File: src/rtl/cbf_pkg.sv
// Shared types, constants and the CRC-8 byte update for the CRC byte framer/checker.
`timescale 1ns / 1ps
package cbf_pkg;

  // CRC-8/SMBus: x^8 + x^2 + x + 1, initial value zero
  localparam logic [7:0] CRC_POLY     = 8'h07;
  localparam logic [7:0] CRC_INIT     = 8'h00;
  localparam logic [6:0] BUS_ADDR_RST = 7'd8;
  localparam logic [7:0] CNT_MAX      = 8'hFF;

  // Operation codes on the opcode field
  localparam logic OP_WRITE = 1'b0;
  localparam logic OP_READ  = 1'b1;

  // One result offered by the byte stage to the output register
  typedef struct packed {
    logic       valid;
    logic [7:0] out_byte;
    logic       is_crc;
    logic       crc_mismatch;
    logic       end_of_run;
    logic       rd;      // read result: update the mismatch counter
    logic       clr;     // first byte of a read: restart the count
  } res_t;

  // Fold one byte into a running CRC, MSB first
  function automatic logic [7:0] crc_feed(input logic [7:0] crc, input logic [7:0] b);
    logic [7:0] c;
    c = crc ^ b;
    for (int k = 0; k < 8; k++) begin
      c = c[7] ? ({c[6:0], 1'b0} ^ CRC_POLY) : {c[6:0], 1'b0};
    end
    return c;
  endfunction

endpackage

File: src/rtl/cbf_if.sv
// Valid/ready channel interfaces for the input items and the result items.
`timescale 1ns / 1ps
interface cbf_in_if;
  logic       valid;
  logic       ready;
  logic       opcode;
  logic [7:0] reg_address;
  logic [7:0] data_byte;
  logic [7:0] received_crc;
  logic       first_byte;
  logic       last_byte;

  modport source (output valid, opcode, reg_address, data_byte, received_crc,
                  first_byte, last_byte, input ready);
  modport sink   (input valid, opcode, reg_address, data_byte, received_crc,
                  first_byte, last_byte, output ready);
endinterface

interface cbf_out_if;
  logic       valid;
  logic       ready;
  logic [7:0] out_byte;
  logic       is_crc;
  logic       crc_mismatch;
  logic [7:0] mismatch_count;
  logic       end_of_run;

  modport source (output valid, out_byte, is_crc, crc_mismatch, mismatch_count,
                  end_of_run, input ready);
  modport sink   (input valid, out_byte, is_crc, crc_mismatch, mismatch_count,
                  end_of_run, output ready);
endinterface

File: src/rtl/cbf_prefix.sv
// Header CRC: folds the address bytes that precede the first payload byte.
`timescale 1ns / 1ps
module cbf_prefix (
  input  logic [6:0] bus_addr,
  input  logic       opcode,
  input  logic       first_byte,
  input  logic [7:0] reg_address,
  output logic [7:0] prefix_crc
);

  logic [7:0] waddr;
  logic [7:0] raddr;
  logic [7:0] crc_w;
  logic [7:0] crc_r;

  // Derive the write and read address bytes from the device address
  assign waddr = {bus_addr, 1'b0};
  assign raddr = {bus_addr, 1'b1};

  // Write header covers write address and register; read adds read address
  assign crc_w = cbf_pkg::crc_feed(cbf_pkg::crc_feed(cbf_pkg::CRC_INIT, waddr), reg_address);
  assign crc_r = cbf_pkg::crc_feed(crc_w, raddr);

  // Later bytes of a transfer start from the initial value
  always_comb begin
    if (!first_byte) begin
      prefix_crc = cbf_pkg::CRC_INIT;
    end else if (opcode == cbf_pkg::OP_READ) begin
      prefix_crc = crc_r;
    end else begin
      prefix_crc = crc_w;
    end
  end

endmodule

File: src/rtl/cbf_stage.sv
// Input register: holds one item, finishes its CRC and offers its results in order.
`timescale 1ns / 1ps
module cbf_stage (
  input  logic              clk,
  input  logic              rst_n,
  cbf_in_if.sink            in_ch,
  input  logic [7:0]        prefix_crc,
  input  logic              space,
  output cbf_pkg::res_t     res
);

  logic       s1_valid_r, s1_valid_nxt;
  logic       s1_phase_r, s1_phase_nxt;
  logic       s1_op_r;
  logic [7:0] s1_data_r;
  logic [7:0] s1_rcrc_r;
  logic       s1_first_r;
  logic       s1_last_r;
  logic [7:0] s1_prefix_r;

  logic       accept;
  logic       emit;
  logic       final_res;
  logic [7:0] crc;

  // Last result of the item: a read has one, a write its CRC second
  assign final_res = (s1_op_r == cbf_pkg::OP_READ) || s1_phase_r;
  assign emit      = s1_valid_r && space;
  assign in_ch.ready = !s1_valid_r || (emit && final_res);
  assign accept    = in_ch.valid && in_ch.ready;

  // Fold the payload byte into the header CRC
  assign crc = cbf_pkg::crc_feed(s1_prefix_r, s1_data_r);

  // Build the offered result
  always_comb begin
    res.valid        = s1_valid_r;
    res.out_byte     = s1_data_r;
    res.is_crc       = 1'b0;
    res.crc_mismatch = 1'b0;
    res.end_of_run   = s1_last_r;
    res.rd           = 1'b0;
    res.clr          = 1'b0;
    if (s1_op_r == cbf_pkg::OP_READ) begin
      res.crc_mismatch = (crc != s1_rcrc_r);
      res.rd           = 1'b1;
      res.clr          = s1_first_r;
    end else if (s1_phase_r) begin
      res.out_byte     = crc;
      res.is_crc       = 1'b1;
    end else begin
      res.end_of_run   = 1'b0;
    end
  end

  // Advance the stage: refill on accept, step to the CRC half of a write
  always_comb begin
    s1_valid_nxt = s1_valid_r;
    s1_phase_nxt = s1_phase_r;
    if (accept) begin
      s1_valid_nxt = 1'b1;
      s1_phase_nxt = 1'b0;
    end else if (emit && final_res) begin
      s1_valid_nxt = 1'b0;
      s1_phase_nxt = 1'b0;
    end else if (emit) begin
      s1_phase_nxt = 1'b1;
    end
  end

  always_ff @(posedge clk) begin
    if (!rst_n) begin
      s1_valid_r <= 1'b0;
      s1_phase_r <= 1'b0;
    end else begin
      s1_valid_r <= s1_valid_nxt;
      s1_phase_r <= s1_phase_nxt;
    end
  end

  // Capture the item payload on transfer
  always_ff @(posedge clk) begin
    if (accept) begin
      s1_op_r     <= in_ch.opcode;
      s1_data_r   <= in_ch.data_byte;
      s1_rcrc_r   <= in_ch.received_crc;
      s1_first_r  <= in_ch.first_byte;
      s1_last_r   <= in_ch.last_byte;
      s1_prefix_r <= prefix_crc;
    end
  end

endmodule

File: src/rtl/cbf_outreg.sv
// Output register and saturating mismatch counter.
`timescale 1ns / 1ps
module cbf_outreg (
  input  logic              clk,
  input  logic              rst_n,
  input  cbf_pkg::res_t     res,
  output logic              space,
  cbf_out_if.source         out_ch
);

  logic       out_valid_r, out_valid_nxt;
  logic [7:0] cnt_r, cnt_nxt;
  logic [7:0] cnt_base;
  logic       load;

  logic [7:0] out_byte_r;
  logic       is_crc_r;
  logic       mm_r;
  logic [7:0] count_r;
  logic       eor_r;

  // Take a new result when the register is empty or being drained
  assign space = !out_valid_r || out_ch.ready;
  assign load  = res.valid && space;

  // Count mismatches of the current read, restarting on its first byte
  always_comb begin
    cnt_base = res.clr ? 8'd0 : cnt_r;
    cnt_nxt  = cnt_r;
    if (load && res.rd) begin
      cnt_nxt = (res.crc_mismatch && (cnt_base != cbf_pkg::CNT_MAX)) ?
                cnt_base + 8'd1 : cnt_base;
    end
  end

  // Hold valid until the result transfers
  always_comb begin
    out_valid_nxt = out_valid_r;
    if (load) begin
      out_valid_nxt = 1'b1;
    end else if (out_ch.ready) begin
      out_valid_nxt = 1'b0;
    end
  end

  always_ff @(posedge clk) begin
    if (!rst_n) begin
      out_valid_r <= 1'b0;
      cnt_r       <= 8'd0;
    end else begin
      out_valid_r <= out_valid_nxt;
      cnt_r       <= cnt_nxt;
    end
  end

  // Load the result payload
  always_ff @(posedge clk) begin
    if (load) begin
      out_byte_r <= res.out_byte;
      is_crc_r   <= res.is_crc;
      mm_r       <= res.crc_mismatch;
      count_r    <= res.rd ? cnt_nxt : 8'd0;
      eor_r      <= res.end_of_run;
    end
  end

  assign out_ch.valid          = out_valid_r;
  assign out_ch.out_byte       = out_byte_r;
  assign out_ch.is_crc         = is_crc_r;
  assign out_ch.crc_mismatch   = mm_r;
  assign out_ch.mismatch_count = count_r;
  assign out_ch.end_of_run     = eor_r;

endmodule

File: src/rtl/i2c_crc8_byte_framer_checker_top.sv
// Top level of the CRC-8 byte framer and checker.
`timescale 1ns / 1ps
// CRC-8/SMBus (poly 0x07, init 0) framer and checker, one payload byte per input
// transfer. A write item (opcode 0) yields two results, the data byte and then its
// CRC; a read item (opcode 1) yields one result with the mismatch flag and the
// saturating per-read mismatch count. On the first byte of a transfer the CRC also
// covers the address bytes built from cfg (write = addr*2, read = addr*2+1) and the
// register address. An item is held in the item register and its results pass through
// the output register; the item register takes a new item only as it offers the last
// result of the one it holds. The single output register sets the rate: one result per
// cycle while the output channel is ready. Write cfg only while the block is idle.
module i2c_crc8_byte_framer_checker_top (
  input  logic       clk,
  input  logic       rst_n,
  cbf_in_if.sink     in_ch,
  cbf_out_if.source  out_ch,
  input  logic       cfg_wr_en,
  input  logic [6:0] cfg_wr_data
);

  logic [6:0]    bus_addr_r;
  logic [7:0]    prefix_crc;
  logic          space;
  cbf_pkg::res_t res;

  // Device address register
  always_ff @(posedge clk) begin
    if (!rst_n) begin
      bus_addr_r <= cbf_pkg::BUS_ADDR_RST;
    end else if (cfg_wr_en) begin
      bus_addr_r <= cfg_wr_data;
    end
  end

  // Header CRC on the incoming item
  cbf_prefix u_prefix (
    .bus_addr    (bus_addr_r),
    .opcode      (in_ch.opcode),
    .first_byte  (in_ch.first_byte),
    .reg_address (in_ch.reg_address),
    .prefix_crc  (prefix_crc)
  );

  // Item register and result selection
  cbf_stage u_stage (
    .clk        (clk),
    .rst_n      (rst_n),
    .in_ch      (in_ch),
    .prefix_crc (prefix_crc),
    .space      (space),
    .res        (res)
  );

  // Result register and mismatch counter
  cbf_outreg u_outreg (
    .clk    (clk),
    .rst_n  (rst_n),
    .res    (res),
    .space  (space),
    .out_ch (out_ch)
  );

`ifndef SYNTHESIS
  // A pending result that cannot move blocks new input
  a_stall_blocks_input: assert property (@(posedge clk) disable iff (!rst_n)
    res.valid && !space |-> !in_ch.ready)
    else $error("input ready while item stage is stalled");

  // A CRC result never carries read status
  a_crc_no_status: assert property (@(posedge clk) disable iff (!rst_n)
    out_ch.valid && out_ch.is_crc |-> !out_ch.crc_mismatch && out_ch.mismatch_count == 8'd0)
    else $error("CRC result with mismatch status");

  // A flagged mismatch is always counted
  a_mismatch_counted: assert property (@(posedge clk) disable iff (!rst_n)
    out_ch.valid && out_ch.crc_mismatch |-> out_ch.mismatch_count != 8'd0)
    else $error("mismatch flagged with zero count");
`endif

endmodule

File: src/flat_wrapper.sv
// flat-port wrapper written by rule: the top's interface ports become plain ports
module i2c_crc8_byte_framer_checker_top_flat 
  (clk, rst_n, cfg_wr_en, cfg_wr_data, in_ch_valid, in_ch_opcode, in_ch_reg_address, in_ch_data_byte, in_ch_received_crc, in_ch_first_byte, in_ch_last_byte, in_ch_ready, out_ch_valid, out_ch_out_byte, out_ch_is_crc, out_ch_crc_mismatch, out_ch_mismatch_count, out_ch_end_of_run, out_ch_ready);
  cbf_in_if in_ch_i ();
  cbf_out_if out_ch_i ();
  input  logic clk;
  input  logic rst_n;
  input  logic cfg_wr_en;
  input  logic [6:0] cfg_wr_data;
  input wire logic [$bits(in_ch_i.valid)-1:0] in_ch_valid;
  input wire logic [$bits(in_ch_i.opcode)-1:0] in_ch_opcode;
  input wire logic [$bits(in_ch_i.reg_address)-1:0] in_ch_reg_address;
  input wire logic [$bits(in_ch_i.data_byte)-1:0] in_ch_data_byte;
  input wire logic [$bits(in_ch_i.received_crc)-1:0] in_ch_received_crc;
  input wire logic [$bits(in_ch_i.first_byte)-1:0] in_ch_first_byte;
  input wire logic [$bits(in_ch_i.last_byte)-1:0] in_ch_last_byte;
  output wire logic [$bits(in_ch_i.ready)-1:0] in_ch_ready;
  output wire logic [$bits(out_ch_i.valid)-1:0] out_ch_valid;
  output wire logic [$bits(out_ch_i.out_byte)-1:0] out_ch_out_byte;
  output wire logic [$bits(out_ch_i.is_crc)-1:0] out_ch_is_crc;
  output wire logic [$bits(out_ch_i.crc_mismatch)-1:0] out_ch_crc_mismatch;
  output wire logic [$bits(out_ch_i.mismatch_count)-1:0] out_ch_mismatch_count;
  output wire logic [$bits(out_ch_i.end_of_run)-1:0] out_ch_end_of_run;
  input wire logic [$bits(out_ch_i.ready)-1:0] out_ch_ready;
  assign in_ch_i.valid = in_ch_valid;
  assign in_ch_i.opcode = in_ch_opcode;
  assign in_ch_i.reg_address = in_ch_reg_address;
  assign in_ch_i.data_byte = in_ch_data_byte;
  assign in_ch_i.received_crc = in_ch_received_crc;
  assign in_ch_i.first_byte = in_ch_first_byte;
  assign in_ch_i.last_byte = in_ch_last_byte;
  assign in_ch_ready = in_ch_i.ready;
  assign out_ch_valid = out_ch_i.valid;
  assign out_ch_out_byte = out_ch_i.out_byte;
  assign out_ch_is_crc = out_ch_i.is_crc;
  assign out_ch_crc_mismatch = out_ch_i.crc_mismatch;
  assign out_ch_mismatch_count = out_ch_i.mismatch_count;
  assign out_ch_end_of_run = out_ch_i.end_of_run;
  assign out_ch_i.ready = out_ch_ready;
  i2c_crc8_byte_framer_checker_top u_core (.clk(clk), .rst_n(rst_n), .in_ch(in_ch_i), .out_ch(out_ch_i), .cfg_wr_en(cfg_wr_en), .cfg_wr_data(cfg_wr_data));
endmodule
File: config.mk
export PLATFORM = sky130hd
export DESIGN_NAME = i2c_crc8_byte_framer_checker_top_flat
export DESIGN_NICKNAME = d
export VERILOG_FILES = /design/src/rtl/cbf_pkg.sv /design/src/rtl/cbf_if.sv /design/src/rtl/cbf_prefix.sv /design/src/rtl/cbf_stage.sv /design/src/rtl/cbf_outreg.sv /design/src/rtl/i2c_crc8_byte_framer_checker_top.sv /design/src/flat_wrapper.sv
export SDC_FILE = /design/constraint.sdc
export NUM_CORES = 1
export LEC_CHECK = 0
export BUFFER_PORTS_ARGS = -buffer_cell sky130_fd_sc_hd__buf_2
export CAP_MARGIN = 20
export CORE_ASPECT_RATIO = 0.6
export CORE_MARGIN = 2
export CORE_UTILIZATION = 63
export CTS_BUF_LIST = sky130_fd_sc_hd__clkbuf_2
export CTS_CLUSTER_DIAMETER = 200
export DETAILED_ROUTE_END_ITERATION = 12
export PLACE_DENSITY = 0.88
export SLEW_MARGIN = 20
export SYNTH_ARGS = -nofsm -noshare
export SYNTH_HDL_FRONTEND = slang
export SYNTH_HIERARCHICAL = 1
export SYNTH_SLANG_ARGS = --single-unit
File: constraint.sdc
create_clock -name clk -period 7.57 [get_ports clk]
set_input_delay 0.757 -clock clk [delete_from_list [all_inputs] [get_ports clk]]
set_output_delay 0.757 -clock clk [all_outputs]
set_load 0.02 [all_outputs]
== Yosys cells after proc, flatten, opt, wreduce, memory -nomap -nowiden ==
Index checks and enable logic that the tools add are counted.
Widths: inputs -> output; s select.
Word-level totals
  register bits after elaboration: 64
  input bits: 39
  output and inout bits: 21
  word-level logic and storage cells: 114
Cells by class
  $add $sub $neg: 1
  equal/unequal tests: 2
  muxes and demuxes: 46
  bitwise operators: 36
  reductions and logical operators: 13
Operators by type and width (count)
  $mux 3: 32
  $not 3->3: 32
  $mux 8: 4
  $xor 8x8->8: 3
  $mux 9: 2
  $add 8x1->8 const B: 1
  $ne 8x8->1: 1
  $ne 8x8->1 const B: 1
  $mux 1: 7
  $logic_and 1x1->1: 5
  $reduce_bool 2->1: 2
  $logic_or 1x1->1: 3
  $reduce_or 3->1: 1
  $logic_not 1->1: 2
  $mux 2: 1
  $not 1->1: 1

== Logic depth before layout (Yosys ltp) ==
  depth after elaboration: 51
  gate-level depth with buffers: 10
  mapped depth without buffers: 9

== By module ==
The synthesis kept the hierarchy.
By module, submodules not included
  cbf_stage: times used 1, cells each 101, area an instance 1455.1 µm²
  cbf_outreg: times used 1, cells each 108, area an instance 1271.2 µm²
  cbf_prefix: times used 1, cells each 73, area an instance 639.4 µm²
  i2c_crc8_byte_framer_checker_top: times used 1, cells each 22, area an instance 262.8 µm²

== Worst setup path before layout ==
OpenSTA, ideal clock, no wires.
  kind: reg-to-reg
  start point: register u_core.u_stage.s1_prefix_r[6]
  end point: register u_core.u_outreg.count_r[3] (netlist: u_core/u_outreg/out_ch.mismatch_count[3]) (data pin)
  library setup time: 0.256 ns
  data arrival time: 2.605 ns
  required time: 7.314 ns
  setup slack: 4.709 ns
  stages on the path, launching flop included: 11
  buffers on the path: 1
  period minus slack after synthesis: 2.861 ns
  cell sequence: edfxtp_1 xnor2_4 xnor3_1 xnor2_1 nor2_1 a41oi_1 and3_1 buf_2 o211ai_1 a211o_1 o211a_1
RTL lines
  start: declaration: line cbf_stage.sv:19  | logic [7:0] s1_prefix_r;
  start signal: assignment: line cbf_stage.sv:89  | s1_prefix_r <= prefix_crc;
  end signal: assignment: line cbf_outreg.sv:62  | count_r <= res.rd ? cnt_nxt : 8'd0;
  end: declaration: line cbf_outreg.sv:19  | logic [7:0] count_r;

==> metrics.txt <==
outcome complete, no violations; WL/cell 15.8 um; Final Util around three quarters; Power Dens Cells 230 mW/mm2; Fmax 0.299 GHz; post-route setup TNS 0 ns; clock skew 0.0433 ns; Core Footprint 0.00557 mm2; post-synth top area cell edfxtp_1; Worst Max-Slew Pin Slew 0.797 ns; DRT Wirelength 7100 um; CP Max Fanout 8; largest net degree at the start of global routing 28; Rel. slew slack 46.8%; initial drt markers 179; Ys Warns 6; post-synthesis sequential area ratio 48.0%; Crit path required time about 8 ns; All-Layer GR Usage approximately a quarter; Die Width 102 um; die footprint 0.00640 mm2; nets roughly 400; routed vias/inst 5.50; root buffer cell clkbuf_2; FILL cells 411; # IOs 60; via count between 2000 and 2500; CTS tree done; number of placement rows 21; synth top area cells edfxtp_1, dfxtp_1, xnor2_1, xor2_1, mux2i_1; Final Max Tran Viols 0; post-CTS setup buffers 0; leakage 0.00168 uW; Mapped Avg Cell Area around 12 um2; initial core utilization 65.1%; fraction of layout cells with a size suffix above 1 24.7%; post_cts resized 0; crit path capture type flip-flop; top-area cell type share of the netlist area 38.1%; cell mode on critical path xnor2_1; Layout Cells excl Fill 448; #FFs+latches synth 64; clk sinks 64; Syn Nets 343; Syn Std Cell Area 0.00363 mm2; Startpoint Class flip-flop; PortBufs 59; clock latency on the worst-skew pair 0.50 ns; Fin. Hold Viols 0; Reg clk slew, reported paths 0.21 ns; DP Wirelength between 5000 and 6000 um; WHS 0.406 ns; max-cap violations 0; Post-synth EDFFs between 40 and 50; Top FF cell, synth edfxtp_1; signal arrival time at the worst endpoint 3.59 ns; post-synth cell types between 50 and 60; Worst Hold Class input port to flip-flop; Post-route DRC 0; CP max stage cell a41oi_1; routability cong. around 0.93; Die Span Y roughly 63 um; area grow syn2layout 13.2%; router iterations before antenna repair 6; Worst path max stage delay 0.63 ns; ANT cells 0; cell breakdown of the critical path xnor2_1 > xnor2_1 > a21boi_0 > a2111oi_2 > a41oi_1 > and3_1 > o211ai_1 > a211o_1 > o211a_1; vias in the first global route 2343; min cycle time layout 3.34 ns; H-Tree Depth 3; WP buf/inv 0; # hold bufs at CTS 0; worst vdd ir 121 uV; final period utilization 44.2%; worst setup path category flip-flop to flip-flop; RSZ-0062 raised after global routing no; Max Root-Sink Buffers 2; CP top delay family compound AO/OA/AOI/OAI gates; first-pass GRT wire length between 10000 and 15000 um; initial antenna violation count 0; cts bufs inserted 9; Setup Viol. Count Final 0; Async S/R FF share, synth 0%; post-route antenna net violation count 0; placed cell count 432; Mapped Cells 304; total global routing overflow 0
==> area by class of cell <==
class / count / area [um2] / area share, %
Inverter: 8 / 30.0 / 0.731
Timing Repair Buffer: 60 / 303 / 7.37
Sequential cell: 64 / 1740 / 42.4
Clock inverter: 7 / 96.3 / 2.35
Multi-Input combinational cell: 220 / 1790 / 43.6
Clock buffer: 9 / 45.0 / 1.10
Tap cell: 80 / 100 / 2.44
==> sequential cells by signal, indices dropped and copies added (netlist names) <==
signal                                 flops
u_core/u_stage/s1_op_r                     1
u_core/u_stage/s1_prefix_r                 8
u_core/u_stage/s1_phase_r                  1
u_core/u_outreg/out_ch.out_byte            8
u_core/u_outreg/out_ch.end_of_run          1
u_core/bus_addr_r                          7
u_core/u_outreg/out_ch.is_crc              1
u_core/u_outreg/out_ch.mismatch_count      8
u_core/u_outreg/cnt_r                      8
u_core/u_outreg/out_ch.valid               1
u_core/u_stage/s1_valid_r                  1
u_core/u_stage/s1_data_r                   8
u_core/u_outreg/out_ch.crc_mismatch        1
u_core/u_stage/s1_rcrc_r                   8
u_core/u_stage/s1_last_r                   1
u_core/u_stage/s1_first_r                  1
==> worst register-to-register path: stages (launching register included) <==
cell and delay [ns]:
edfxtp_1 0.50, xnor2_1 0.19, xnor2_1 0.35, a21boi_0 0.33, a2111oi_2 0.09, a41oi_1 0.63, and3_1 0.39, o211ai_1 0.21
a211o_1 0.33, o211a_1 0.12
==> synthesized netlist by cell type (2+ instances only) <==
master and count:
edfxtp_1 46, xnor2_1 39, nand2_1 22, xor2_1 21, dfxtp_1 18, mux2i_1 15, nor2_1 15, nor2b_1 13
o21ai_0 8, a21oi_1 7, inv_1 7, a21boi_1 5, and2_1 5, xnor3_1 5, a21boi_0 4, a41oi_1 4
buf_2 4, nand3_1 4, nor3b_1 4, o22ai_1 4, or3_1 4, and3_1 3, o211a_1 3, buf_1 2
buf_4 2, clkbuf_1 2, nand2b_1 2, o211ai_1 2, o31ai_1 2, or4_1 2, xor2_2 2
==> path summary, 6_finish.rpt <==
path,startpoint,endpoint,slack [ns],depth (start not counted)
setup / recovery,u_core/u_stage/s1_data_r[3]$_DFFE_PP_,u_core/u_outreg/out_ch.mismatch_count[3]$_SDFFCE_PN0P_,4.23,9
hold / removal,in_ch_last_byte,u_core/u_stage/s1_last_r$_DFFE_PP_,0.41,1
setup reg to reg,u_core/u_stage/s1_data_r[3]$_DFFE_PP_,u_core/u_outreg/out_ch.mismatch_count[3]$_SDFFCE_PN0P_,4.23,9
hold reg to reg,u_core/u_outreg/cnt_r[7]$_SDFF_PN0_,u_core/u_outreg/cnt_r[7]$_SDFF_PN0_,0.57,2
==> where the power goes <==
| group | internal, uW | switching, uW | leakage, uW | total, uW |
|---|---|---|---|---|
| clock | 110 | 127 | 0.0000858 | 237 |
| combinational | 144 | 137 | 0.00100 | 280 |
| sequential | 406 | 21.5 | 0.000594 | 427 |
| total | 659 | 285 | 0.00168 | 945 |
==> cells by family (layout without fill, tap and decap cells) <==
logic type             after synthesis  after routing  synth area share [%]
AND/OR/NAND/NOR                     82             82                  12.5
XOR/XNOR                            73             73                  22.4
flip-flops                          64             64                  48.0
AO/OA/AOI/OAI                       49             49                  9.86
buffers and inverters               20             84                  2.66
multiplexers                        16             16                  4.55
==> cell usage in the layout, fill, tap and decap left out, types with 2 or more instances in the layout <==
master,count
buf_2,59
a21oi_1,7
nand3_1,4
bufinv_16,2
nor2b_1,13
a21boi_1,5
o22ai_1,4
a41oi_1,4
a21boi_0,4
mux2i_1,15
o211a_1,3
edfxtp_1,46
clkinv_4,3
dfxtp_1,18
clkinv_2,2
xnor3_1,5
o211ai_1,2
inv_1,7
clkbuf_2,9
o21ai_0,8
and3_1,3
or4_1,2
and2_1,5
nand2_1,22
nand2b_1,2
xor2_2,2
or3_1,4
nor3b_1,4
xor2_1,21
xnor2_1,39
o31ai_1,2
nor2_1,15
==> stage by stage <==
step	total power, uW	area [um2]	setup WS, ns
after floorplan	659	3630	4.71
after global placement	705	3970	4.50
after detailed placement	713	3970	4.34
after CTS	949	4110	4.32
after global routing	994	4110	3.99
final	945	4110	4.23
==> routing by layer <==
metal | vias up | track usage [%] | wire length (um) | share of wire [%]
li1 | 1208 | - | - | -
met1 | 1134 | 38.0 | 3520 | 50
met2 | 116 | 33.6 | 2930 | 41
met3 | 6 | 7.27 | 588 | 8.3
met4 | 0 | 8.33 | 60 | 0.85
met5 | - | 0 | 0 | 0
Note: power is estimated with default switching activity, not from simulation.
